File: src/mkpd_pkg.sv
// ----------------------------------------------------------------------------
// mkpd_pkg
// shared types and constants of the keypad scanner with debounce
// ----------------------------------------------------------------------------
package mkpd_pkg;

    // sizes
    localparam int NUM_KEYS  = 10;
    localparam int CTR_W     = 8;
    localparam int REG_W     = 8;
    localparam int CMP_W     = (CTR_W > REG_W) ? CTR_W : REG_W;
    localparam int ROW_W     = 3;
    localparam int COL_W     = 2;
    localparam int IDX_W     = 2;
    localparam int BUTTON_IX = NUM_KEYS - 1;

    localparam logic [CTR_W-1:0] CTR_MAX = {CTR_W{1'b1}};

    typedef logic [CTR_W-1:0]    t_ctr;
    typedef logic [NUM_KEYS-1:0] t_keys;

    // debounce settings
    typedef struct packed {
        logic [REG_W-1:0] ceiling;
        logic [REG_W-1:0] press_thr;
        logic [REG_W-1:0] release_thr;
    } t_cfg;

    localparam t_cfg CFG_RST = '{ceiling: REG_W'(10), press_thr: REG_W'(5),
                                 release_thr: REG_W'(3)};

    // register indexes
    localparam logic [IDX_W-1:0] REG_CEILING = 2'd0;
    localparam logic [IDX_W-1:0] REG_PRESS   = 2'd1;
    localparam logic [IDX_W-1:0] REG_RELEASE = 2'd2;

    // scan phases
    localparam logic [1:0] PH_UNDEF = 2'd0;
    localparam logic [1:0] PH_ONE   = 2'd1;
    localparam logic [1:0] PH_TWO   = 2'd2;
    localparam logic [1:0] PH_THREE = 2'd3;

    // driven column codes
    localparam logic [COL_W-1:0] COL_NONE  = 2'd0;
    localparam logic [COL_W-1:0] COL_ONE   = 2'd1;
    localparam logic [COL_W-1:0] COL_TWO   = 2'd2;
    localparam logic [COL_W-1:0] COL_THREE = 2'd3;

endpackage

File: src/matrix_keypad_scan_debounce_top.sv
// ----------------------------------------------------------------------------
// matrix_keypad_scan_debounce_top
// 3x3 keypad plus direct button scanner with per-key counter debounce
// ----------------------------------------------------------------------------
//  channel  | handshake                | payload
//  ---------+--------------------------+-------------------------------------
//  in       | i_in_valid / o_in_ready  | i_row_levels, i_button_level
//  out      | o_out_valid / i_out_ready| o_drive_column, o_key_mask,
//           |                          | o_mask_updated
//  cfg      | i_cfg_we (no wait)       | i_cfg_idx, i_cfg_wdata
//
//  one beat per cycle sustained while the output is not stalled; a beat passes
//  the input register, then scan state and result register updated together in one pass.
//  a stalled output holds its beat and the input register takes one more.
//  synchronous active-low reset clears phase, masks and counters and loads default settings.
// ----------------------------------------------------------------------------
module matrix_keypad_scan_debounce_top (
    input  logic                         i_clk,
    input  logic                         i_rst_n,
    input  logic                         i_in_valid,
    output logic                         o_in_ready,
    input  logic [mkpd_pkg::ROW_W-1:0]   i_row_levels,
    input  logic                         i_button_level,
    output logic                         o_out_valid,
    input  logic                         i_out_ready,
    output logic [mkpd_pkg::COL_W-1:0]   o_drive_column,
    output logic [mkpd_pkg::NUM_KEYS-1:0] o_key_mask,
    output logic                         o_mask_updated,
    input  logic                         i_cfg_we,
    input  logic [mkpd_pkg::IDX_W-1:0]   i_cfg_idx,
    input  logic [mkpd_pkg::REG_W-1:0]   i_cfg_wdata
);
    import mkpd_pkg::*;

    t_cfg               r_cfg;
    logic               r_s1_valid;
    logic [ROW_W-1:0]   r_s1_rows;
    logic               r_s1_button;
    logic               r_out_valid;
    logic [COL_W-1:0]   r_col;
    t_keys              r_out_mask;
    logic               r_upd;
    logic [1:0]         r_phase;
    t_keys              r_raw;
    t_keys              r_mask;
    t_ctr               r_ctr [NUM_KEYS];

    logic               adv;
    logic [1:0]         n_phase;
    t_keys              n_raw;
    logic [COL_W-1:0]   n_col;
    logic               n_upd;
    t_keys              deb_mask;
    t_ctr               deb_ctr [NUM_KEYS];

    // handshakes
    assign adv        = r_s1_valid && (!r_out_valid || i_out_ready);
    assign o_in_ready = !r_s1_valid || adv;

    // settings registers
    always_ff @(posedge i_clk) begin
        if (!i_rst_n) begin
            r_cfg <= CFG_RST;
        end else if (i_cfg_we) begin
            unique case (i_cfg_idx)
                REG_CEILING: r_cfg.ceiling     <= i_cfg_wdata;
                REG_PRESS:   r_cfg.press_thr   <= i_cfg_wdata;
                REG_RELEASE: r_cfg.release_thr <= i_cfg_wdata;
                default:     ;
            endcase
        end
    end

    // input register
    always_ff @(posedge i_clk) begin
        if (!i_rst_n) begin
            r_s1_valid <= 1'b0;
        end else if (o_in_ready) begin
            r_s1_valid <= i_in_valid;
        end
    end

    always_ff @(posedge i_clk) begin
        if (o_in_ready && i_in_valid) begin
            r_s1_rows   <= i_row_levels;
            r_s1_button <= i_button_level;
        end
    end

    // phase decode and row sampling
    always_comb begin
        n_raw   = r_raw;
        n_phase = PH_ONE;
        n_col   = COL_NONE;
        n_upd   = 1'b0;
        unique case (r_phase)
            PH_UNDEF: begin
                n_phase = PH_ONE;
            end
            PH_ONE: begin
                n_raw[ROW_W-1:0] = ~r_s1_rows;
                n_col            = COL_ONE;
                n_phase          = PH_TWO;
            end
            PH_TWO: begin
                n_raw[2*ROW_W-1:ROW_W] = ~r_s1_rows;
                n_col                  = COL_TWO;
                n_phase                = PH_THREE;
            end
            PH_THREE: begin
                n_raw[3*ROW_W-1:2*ROW_W] = ~r_s1_rows;
                n_col                    = COL_THREE;
                n_upd                    = 1'b1;
                n_phase                  = PH_ONE;
            end
            default: ;
        endcase
        if (r_phase != PH_UNDEF) begin
            n_raw[BUTTON_IX] = ~r_s1_button;
        end
    end

    // counter update
    mkpd_debounce u_debounce (
        .i_cfg  (r_cfg),
        .i_raw  (n_raw),
        .i_mask (r_mask),
        .i_ctr  (r_ctr),
        .o_ctr  (deb_ctr),
        .o_mask (deb_mask)
    );

    // scan state
    always_ff @(posedge i_clk) begin
        if (!i_rst_n) begin
            r_phase <= PH_UNDEF;
            r_raw   <= '0;
            r_mask  <= '0;
            for (int k = 0; k < NUM_KEYS; k++) begin
                r_ctr[k] <= '0;
            end
        end else if (adv) begin
            r_phase <= n_phase;
            r_raw   <= n_raw;
            if (n_upd) begin
                r_mask <= deb_mask;
                for (int k = 0; k < NUM_KEYS; k++) begin
                    r_ctr[k] <= deb_ctr[k];
                end
            end
        end
    end

    // result register
    always_ff @(posedge i_clk) begin
        if (!i_rst_n) begin
            r_out_valid <= 1'b0;
        end else if (adv) begin
            r_out_valid <= 1'b1;
        end else if (i_out_ready) begin
            r_out_valid <= 1'b0;
        end
    end

    always_ff @(posedge i_clk) begin
        if (adv) begin
            r_col      <= n_col;
            r_upd      <= n_upd;
            r_out_mask <= n_upd ? deb_mask : r_mask;
        end
    end

    assign o_out_valid    = r_out_valid;
    assign o_drive_column = r_col;
    assign o_key_mask     = r_out_mask;
    assign o_mask_updated = r_upd;

endmodule

File: src/mkpd_debounce.sv
// ----------------------------------------------------------------------------
// mkpd_debounce
// next counter values and debounced mask for all keys in parallel
// ----------------------------------------------------------------------------
module mkpd_debounce (
    input  mkpd_pkg::t_cfg  i_cfg,
    input  mkpd_pkg::t_keys i_raw,
    input  mkpd_pkg::t_keys i_mask,
    input  mkpd_pkg::t_ctr  i_ctr [mkpd_pkg::NUM_KEYS],
    output mkpd_pkg::t_ctr  o_ctr [mkpd_pkg::NUM_KEYS],
    output mkpd_pkg::t_keys o_mask
);
    import mkpd_pkg::*;

    // one saturating up/down counter and hysteresis test per key
    always_comb begin
        logic [CMP_W-1:0] c_ext;
        t_ctr             c_nxt;
        o_mask = i_mask;
        for (int k = 0; k < NUM_KEYS; k++) begin
            c_ext = CMP_W'(i_ctr[k]);
            c_nxt = i_ctr[k];
            if (i_raw[k]) begin
                if (c_ext < CMP_W'(i_cfg.ceiling) && i_ctr[k] != CTR_MAX) begin
                    c_nxt = i_ctr[k] + t_ctr'(1);
                end
                if (CMP_W'(c_nxt) > CMP_W'(i_cfg.press_thr)) begin
                    o_mask[k] = 1'b1;
                end
            end else begin
                if (i_ctr[k] != '0) begin
                    c_nxt = i_ctr[k] - t_ctr'(1);
                end
                if (CMP_W'(c_nxt) < CMP_W'(i_cfg.release_thr)) begin
                    o_mask[k] = 1'b0;
                end
            end
            o_ctr[k] = c_nxt;
        end
    end

endmodule

File: config.mk
export PLATFORM = sky130hd
export DESIGN_NAME = matrix_keypad_scan_debounce_top
export DESIGN_NICKNAME = d
export VERILOG_FILES = /design/src/mkpd_pkg.sv /design/src/matrix_keypad_scan_debounce_top.sv /design/src/mkpd_debounce.sv
export SDC_FILE = /design/constraint.sdc
export NUM_CORES = 1
export LEC_CHECK = 0
export ABC_AREA = 0
export ABC_CLOCK_PERIOD_IN_PS = 4520
export BUFFER_PORTS_ARGS = -buffer_cell sky130_fd_sc_hd__buf_2
export CAP_MARGIN = 25
export CORE_MARGIN = 3
export CORE_UTILIZATION = 45
export CTS_CLUSTER_SIZE = 12
export DETAILED_ROUTE_END_ITERATION = 10
export PLACE_DENSITY = 0.67
export SYNTH_ARGS = -nofsm -noshare
export SYNTH_HDL_FRONTEND = slang
export SYNTH_SLANG_ARGS = --single-unit
export TNS_END_PERCENT = 5
File: constraint.sdc
create_clock -name i_clk -period 4.52 [get_ports i_clk]
set_clock_uncertainty 0.05 [all_clocks]
set_input_delay 0.904 -clock i_clk [delete_from_list [all_inputs] [get_ports i_clk]]
set_output_delay 0.904 -clock i_clk [all_outputs]
set_load 0.02 [all_outputs]
==> metrics.txt, run 1 <==
outcome=finished, final reports clean; worst-path cell chain=inv_1 > ha_1 > o21a_1 > nor2_1 > nor3_1 > nor2_1 > o21ai_0 > ha_1 > nor2b_1 > o21bai_1 > a21oi_1 > a2111oi_0 > o21ai_0; synth top area cells=ha_1, dfxtp_1, nand2_1; Power Density=192 nW/um^2; row count=69; Vias=16800; Worst Max-Slew Pin Slew=1070 ps; Post-Syn Instances=2140; adder-cell share of the synthesized area=0.196; Final Max Slew Viols=0; chip height=197 um; drt total wl=55600 um; first-pass GRT wire length=87200 um; warnings from Yosys=0; mux share of post-synthesis cell area=0.0310; post-synthesis average cell area=7.63 um^2; slowest CP cell=nor3_1; post-synthesis simple-gate area fraction=0.242; top cell family by delay on the critical path=simple AND/OR/NAND/NOR gates; number of global-route vias before repair=15500; Syn Nets=2415; pin count of the biggest net entering global routing=65; Synth Area in XOR/XNOR=0.0595; maximum buffer depth of the clock tree=2; clk_lat worst skew=460 ps; Pwr Total=3360 uW; Critical Path Max Stage Delay=750 ps; area grow syn2layout=7.15%; clock sink count=145; CTS buffer count=17; # resized after CTS=0; most common library cells after synthesis=ha_1, nand2_1, nor2_1, a21oi_1, dfxtp_1; diode count=0; die area=38600 um^2; Worst EP arrival=4260 ps; Peak Freq=242 MHz; cell area after synthesis=16300 um^2; Post CTS Setup Buffer Count=0; Vias/cell=6.52; CP Buf/Inv Count=1; Final #Nets=2381; Core ar.=35700 um^2; Max FO, Critical Path=11; drt pass-1 iters=8; Initial Util=0.458; H-Tree Depth=4; drt wl/cell=21.6 um; period utilization=0.913; port bufs=33; Fin. Hold Viols=0; fin crit period=4130 ps; Die Wd=197 um; Req. time, crit path=4650 ps; Starting DRT DRC Count=2052; Worst Hold Class=flop to flop; I/O pins=34; most frequent cell after synthesis=ha_1; Startpoint Class=flop; CP Class=flop to flop; DRC viols=0; Final TNS setup=0 ps; Clock Tree Root=clkbuf_16; Final Hold Slack=410 ps; largest family of logic cells by synthesized area=simple AND/OR/NAND/NOR gates; Netlist cell types=85; Worst VDD drop=0.283 mV; GR Overflow Total=0; register clock-pin slew on the reported worst setup and hold paths=80 ps; leading area contributor after synthesis=ha_1; sequential fraction of the synthesis area=0.188; half-perimeter wire length after placement=38400 um; number of enable flip-flop cells after synthesis=17; Worst Setup Slack, final=392 ps; max-cap viol count=0; final setup fails=0; CTS Hold Bufs=0; RePlAce Congestion=0.967; CTS tree=built; Synth Area in Compound Gates=0.230; pre-CTS WS=531 ps; unrepaired setup endpoints after global routing=false; Setup crit end kind=flop; Main synth FF type=dfxtp_1; initial antenna violation count=0; layout cells sized above 1=0.0788; leakage=0.00773 uW; All-Layer GR Usage=0.284; relative slew slack=0.284; Yosys reg bits=145; Synth top area share=0.196; Routed Antenna Nets=0; Post-synth ARST share=0
[area by class of cell]
cell class / count / area, um^2
clock buffers: 19 / 453
clock inverters: 13 / 113
fillers: 3443 / 18100
inverters: 85 / 320
multi-input cells: 1771 / 12400
flip-flops and latches: 145 / 3070
well taps: 461 / 577
repair buffers: 86 / 563
[sequential cells by signal, summed over array words and instances, names as in the netlist]
| name | flops |
|---|---|
| r_cfg | 24 |
| r_s1_button | 1 |
| r_raw | 10 |
| o_key_mask | 10 |
| o_drive_column | 2 |
| r_phase | 2 |
| r_s1_rows | 3 |
| o_out_valid | 1 |
| o_mask_updated | 1 |
| r_ctr | 80 |
| r_s1_valid | 1 |
| r_mask | 10 |
[worst reg2reg max path, stage by stage (launching register included)]
cell	delay, ps
dfxtp_1	300
inv_1	500
ha_1	280
o21a_1	130
nor2_1	40
nor3_1	750
nor2_1	340
o21ai_0	330
ha_1	300
nor2b_1	130
o21bai_1	120
a21oi_1	70
a2111oi_0	380
o21ai_0	150
[path summary, 6_finish.rpt]
path | startpoint | slack, ps | depth (start not counted) | to
setup / recovery | r_cfg[18] | 390 | 13 | o_key_mask[1]
hold / removal | r_raw[5] | 410 | 2 | r_raw[5]
hold reg to reg | r_raw[5] | 410 | 2 | r_raw[5]
setup reg to reg | r_cfg[18] | 390 | 13 | o_key_mask[1]
[per-layer routing]
metal  track usage  up-vias  routed length, um
met5             0        -                  0
met4         0.136        0               2910
met3        0.0405      178               4680
met2         0.459      890              24700
met1         0.374     7882              23300
li1              -     7874                  -
[cells in the final DEF (no fill, tap or decap), types with 12 or more instances in the layout]
| cell | netlist | final |
|---|---|---|
| a21oi_1 | 135 | 135 |
| nand2b_1 | 20 | 20 |
| nand3_1 | 87 | 86 |
| o21a_1 | 14 | 14 |
| nor3b_1 | 16 | 16 |
| a2111oi_0 | 14 | 14 |
| buf_4 | 4 | 53 |
| inv_1 | 84 | 82 |
| mux2_2 | 13 | 13 |
| a211oi_1 | 15 | 15 |
| xor2_1 | 26 | 26 |
| nor3_1 | 70 | 70 |
| a22o_1 | 12 | 12 |
| edfxtp_1 | 17 | 17 |
| buf_2 | 11 | 33 |
| nor4_1 | 23 | 23 |
| or4_1 | 13 | 13 |
| mux2i_1 | 36 | 36 |
| nand4_1 | 36 | 36 |
| o31ai_1 | 20 | 20 |
| or3_1 | 16 | 16 |
| o21ai_0 | 98 | 98 |
| a31oi_1 | 18 | 18 |
| clkbuf_16 | 0 | 17 |
| ha_1 | 256 | 256 |
| o22ai_1 | 14 | 14 |
| nor2_1 | 201 | 200 |
| xnor2_1 | 85 | 85 |
| and3_1 | 31 | 31 |
| nor2b_1 | 23 | 23 |
| a21o_1 | 45 | 45 |
| o311ai_0 | 16 | 16 |
| dfxtp_1 | 128 | 128 |
| a41oi_1 | 12 | 12 |
| a22oi_1 | 12 | 12 |
| o211ai_1 | 21 | 21 |
| nand2_1 | 209 | 209 |
[where the power goes]
part | internal (uW) | switching, uW
Combinational | 191 | 361
Sequential | 1320 | 38.5
Clock | 753 | 695
[through the flow]
step / util / instance area, um^2 / std cells
6_report: 0.491 / 17500 / 2580
5_1_grt: 0.491 / 17500 / 2580
4_1_cts: 0.491 / 17500 / 2580
3_5_place_dp: 0.475 / 16900 / 2548
3_3_place_gp: 0.475 / 16900 / 2548
2_1_floorplan: - / 16300 / 2140
[logic make-up after synthesis]
group                    count (synthesis)
XOR/XNOR                               111
multiplexers                            49
AND/OR/NAND/NOR                        802
buffers and inverters                  224
AO/OA/AOI/OAI                          553
adder cells (fa/ha/maj)                256
flip-flops                             145
(Power assumes the default switching activity.)
==> run 2: changes to the inputs <==
SYNTH_HIERARCHICAL = 1   (was default)
==> run 2 against run 1 <==
- synthesized area rose by 2.6%
- global-route usage shrank 1.9 points
- highest routed layer unchanged
- largest power group unchanged
- power down 3.3%
- final area rose by 2.6%
- first-iteration DRC count fell by 15%
- worst hold slack about the same
- sequential power barely moved
==> metrics.txt, run 2 <==
most common library cells after synthesis=nand2_1, ha_1, nor2_1, dfxtp_1, mux2i_1; drt total wl=52600 um (-5.5%); fillers=3507 (+1.9%); Synth top area share=0.193 (-0.00355); Largest regs=r_ctr (80), r_cfg (24); Core ar.=36700 um^2 (+2.9%); Fin. Hold Viols=0 (unchanged); Worst R2R Path Depth=15 (+2); All-Layer GR Usage=0.264 (-0.0193); half-perimeter wire length after placement=37200 um (-3.1%); fin crit period=4320 ps (+197 ps); register clock-pin slew on the reported worst setup and hold paths=70 ps (about the same); clk_lat worst skew=460 ps (about the same); period utilization=0.957 (+0.0435); Worst Max-Slew Pin Slew=989 ps (-83.7 ps); Setup crit end kind=flop; post-synthesis simple-gate area fraction=0.260 (+0.0185); Syn Nets=2425 (+0.41%); Final TNS setup=0 ps (unchanged); HP Start=r_cfg[18]; sum of routed wire segments on met1=23800 um (+2.2%); Main synth FF type=dfxtp_1; Hold Path Sink=r_cfg[18]; Vias=16400 (-2.4%); number of global-route vias before repair=15500 (+0.54%); most frequent cell after synthesis=nand2_1; CP Class=flop to flop; relative slew slack=0.338 (+0.0539); Synth Area in XOR/XNOR=0.0428 (-0.0167); H-Tree Depth=4 (unchanged); I/O pins=34 (unchanged); register bank with the most flops=r_ctr; Peak Freq=231 MHz (-4.6%); Yosys reg bits=145 (unchanged); die area=39600 um^2 (+2.6%); Worst VDD drop=0.242 mV (-14%); Routed Antenna Nets=0 (unchanged); R2R Path Start=r_cfg[21]; cell area after synthesis=16800 um^2 (+2.6%); Reg2Reg Setup Slack=200 ps (-200 ps); adder-cell share of the synthesized area=0.193 (-0.00355); first-pass GRT wire length=83400 um (-4.3%); Post CTS Setup Buffer Count=0 (unchanged); drt wl/cell=20.2 um (-6.5%); Worst EP arrival=4630 ps (+370 ps); # resized after CTS=0 (unchanged); port bufs=33 (unchanged); Max Used Layer=met4; initial antenna violation count=0 (unchanged); Worst Hold Class=flop to flop; Final Max Slew Viols=0 (unchanged); wire length on met2=23700 um (-4.1%); Post-Syn Instances=2148 (+0.37%); maximum buffer depth of the clock tree=2 (unchanged); final setup fails=0 (unchanged); chip height=199 um (+1.3%); diode count=0 (unchanged); commonest non-fill, non-tap cell in the layout=nand2_1; max reg flops=80 (unchanged); post-synthesis average cell area=7.81 um^2 (+2.3%); Final #Nets=2403 (+0.92%); unrepaired setup endpoints after global routing=false; sequential fraction of the synthesis area=0.183 (-0.00484); Startpoint Class=flop; DR WL met3=3380 um (-28%); leakage=0.00791 uW (+2.3%); Power Density=181 nW/um^2 (-5.7%); hold depth=2 (unchanged); Req. time, crit path=4830 ps (+180 ps); DRC viols=0 (unchanged); synth top area cells=ha_1, dfxtp_1, nand2_1; clock sink count=145 (unchanged); Vias/cell=6.30 (-3.4%); Netlist cell types=88 (+3.5%); reg2reg end=r_mask[0]; CTS tree=built; Die Wd=199 um (+1.3%); largest family of logic cells by synthesized area=simple AND/OR/NAND/NOR gates; RePlAce Congestion=0.927 (-4.2%); number of enable flip-flop cells after synthesis=17 (unchanged); Initial Util=0.457 (-0.00125); CTS Hold Bufs=0 (unchanged); CTS buffer count=17 (unchanged); row count=70 (+1.4%); pin count of the biggest net entering global routing=91 (+40%); commonest non-fill, non-tap cells in the layout=nand2_1, ha_1, nor2_1; Max FO, Critical Path=16 (+5); area grow syn2layout=7.08% (about the same); Pwr Total=3250 uW (-3.3%); Clock Tree Root=clkbuf_16; mux share of post-synthesis cell area=0.0843 (+0.0533); GR Overflow Total=0 (unchanged); outcome=finished, final reports clean; drt pass-1 iters=6 (-2); warnings from Yosys=6 (+6); max-cap viol count=0 (unchanged); layout cells sized above 1=0.0972 (+0.0184); leading area contributor after synthesis=ha_1; Synth Area in Compound Gates=0.179 (-0.0509); Post-synth ARST share=0 (unchanged); Starting DRT DRC Count=1749 (-15%)
## run 2: cell count changes after synthesis, sizes merged, moves of 19 or more
cell,previous run,this run
o21ai,102,83
a31oi,18,45
buf,32,53
a21oi,136,67
mux2,13,38
clkbuf,107,80
nand2,210,296
mux2i,36,94
## run 2: worst max-delay path by stage
stage / start / end / slack (ps)
after floorplan: r_cfg[17] / r_mask[1] / 750
after global routing: r_cfg[22] / r_mask[8] / 110
after global placement: r_cfg[22] / r_mask[1] / 510
final: r_cfg[21] / r_mask[0] / 200
after CTS: r_cfg[21] / r_mask[0] / 370
after detailed placement: r_cfg[21] / r_mask[0] / 380
## run 2: critical path: stages (launching register included)
cell and delay (ps):
dfxtp_1 320, inv_1 380, ha_1 330, and3_1 180
o21ai_0 220, nand2_1 360, o21ai_0 340, o21ai_0 140
ha_1 320, nor2b_1 140, o211a_1 200, a2111oi_0 480
o21ai_0 170, o211a_1 130, mux2_4 260, a22o_1 200
## run 2: kinds of logic (layout without fill, tap and decap cells)
family | count (synthesis) | count (layout)
AND/OR/NAND/NOR | 886 | 886
AO/OA/AOI/OAI | 431 | 431
adder cells (fa/ha/maj) | 258 | 258
buffers and inverters | 213 | 204
flip-flops | 145 | 145
multiplexers | 133 | 133
XOR/XNOR | 82 | 82
## run 2: cell type report
class	instances	area [um^2]	share of cell area
Clock buffer	19	464	0.0259
Clock inverter	13	140	0.00780
Inverter	80	300	0.0167
Multi-Input combinational cell	1790	12700	0.709
Sequential cell	145	3070	0.171
Tap cell	468	586	0.0326
Timing Repair Buffer	92	659	0.0367
## run 2: power breakdown
group	leakage, uW	internal, uW	total [uW]	switching [uW]
registers	0.00120	1320	1330	16.0
clock network	0.000300	827	1510	682
logic	0.00641	134	408	273
total	0.00791	2280	3250	971
## run 2: routing by layer
layer,vias to the layer above,GRT usage
li1,7840,-
met1,7855,0.357
met2,630,0.428
met3,94,0.0398
met4,0,0.0973
met5,-,0
## run 2: metrics by stage
stage | instances | hold WS, ps | cell area (um^2) | setup slack [ps] | util
final | 2607 | 410 | 18000 | 195 | 0.489
after global routing | 2607 | 432 | 18000 | 114 | 0.489
after CTS | 2606 | 410 | 17900 | 375 | 0.489
after detailed placement | 2574 | 398 | 17300 | 378 | 0.472
after global placement | 2574 | 395 | 17300 | 510 | 0.472
after floorplan | 2148 | 388 | 16800 | 746 | -
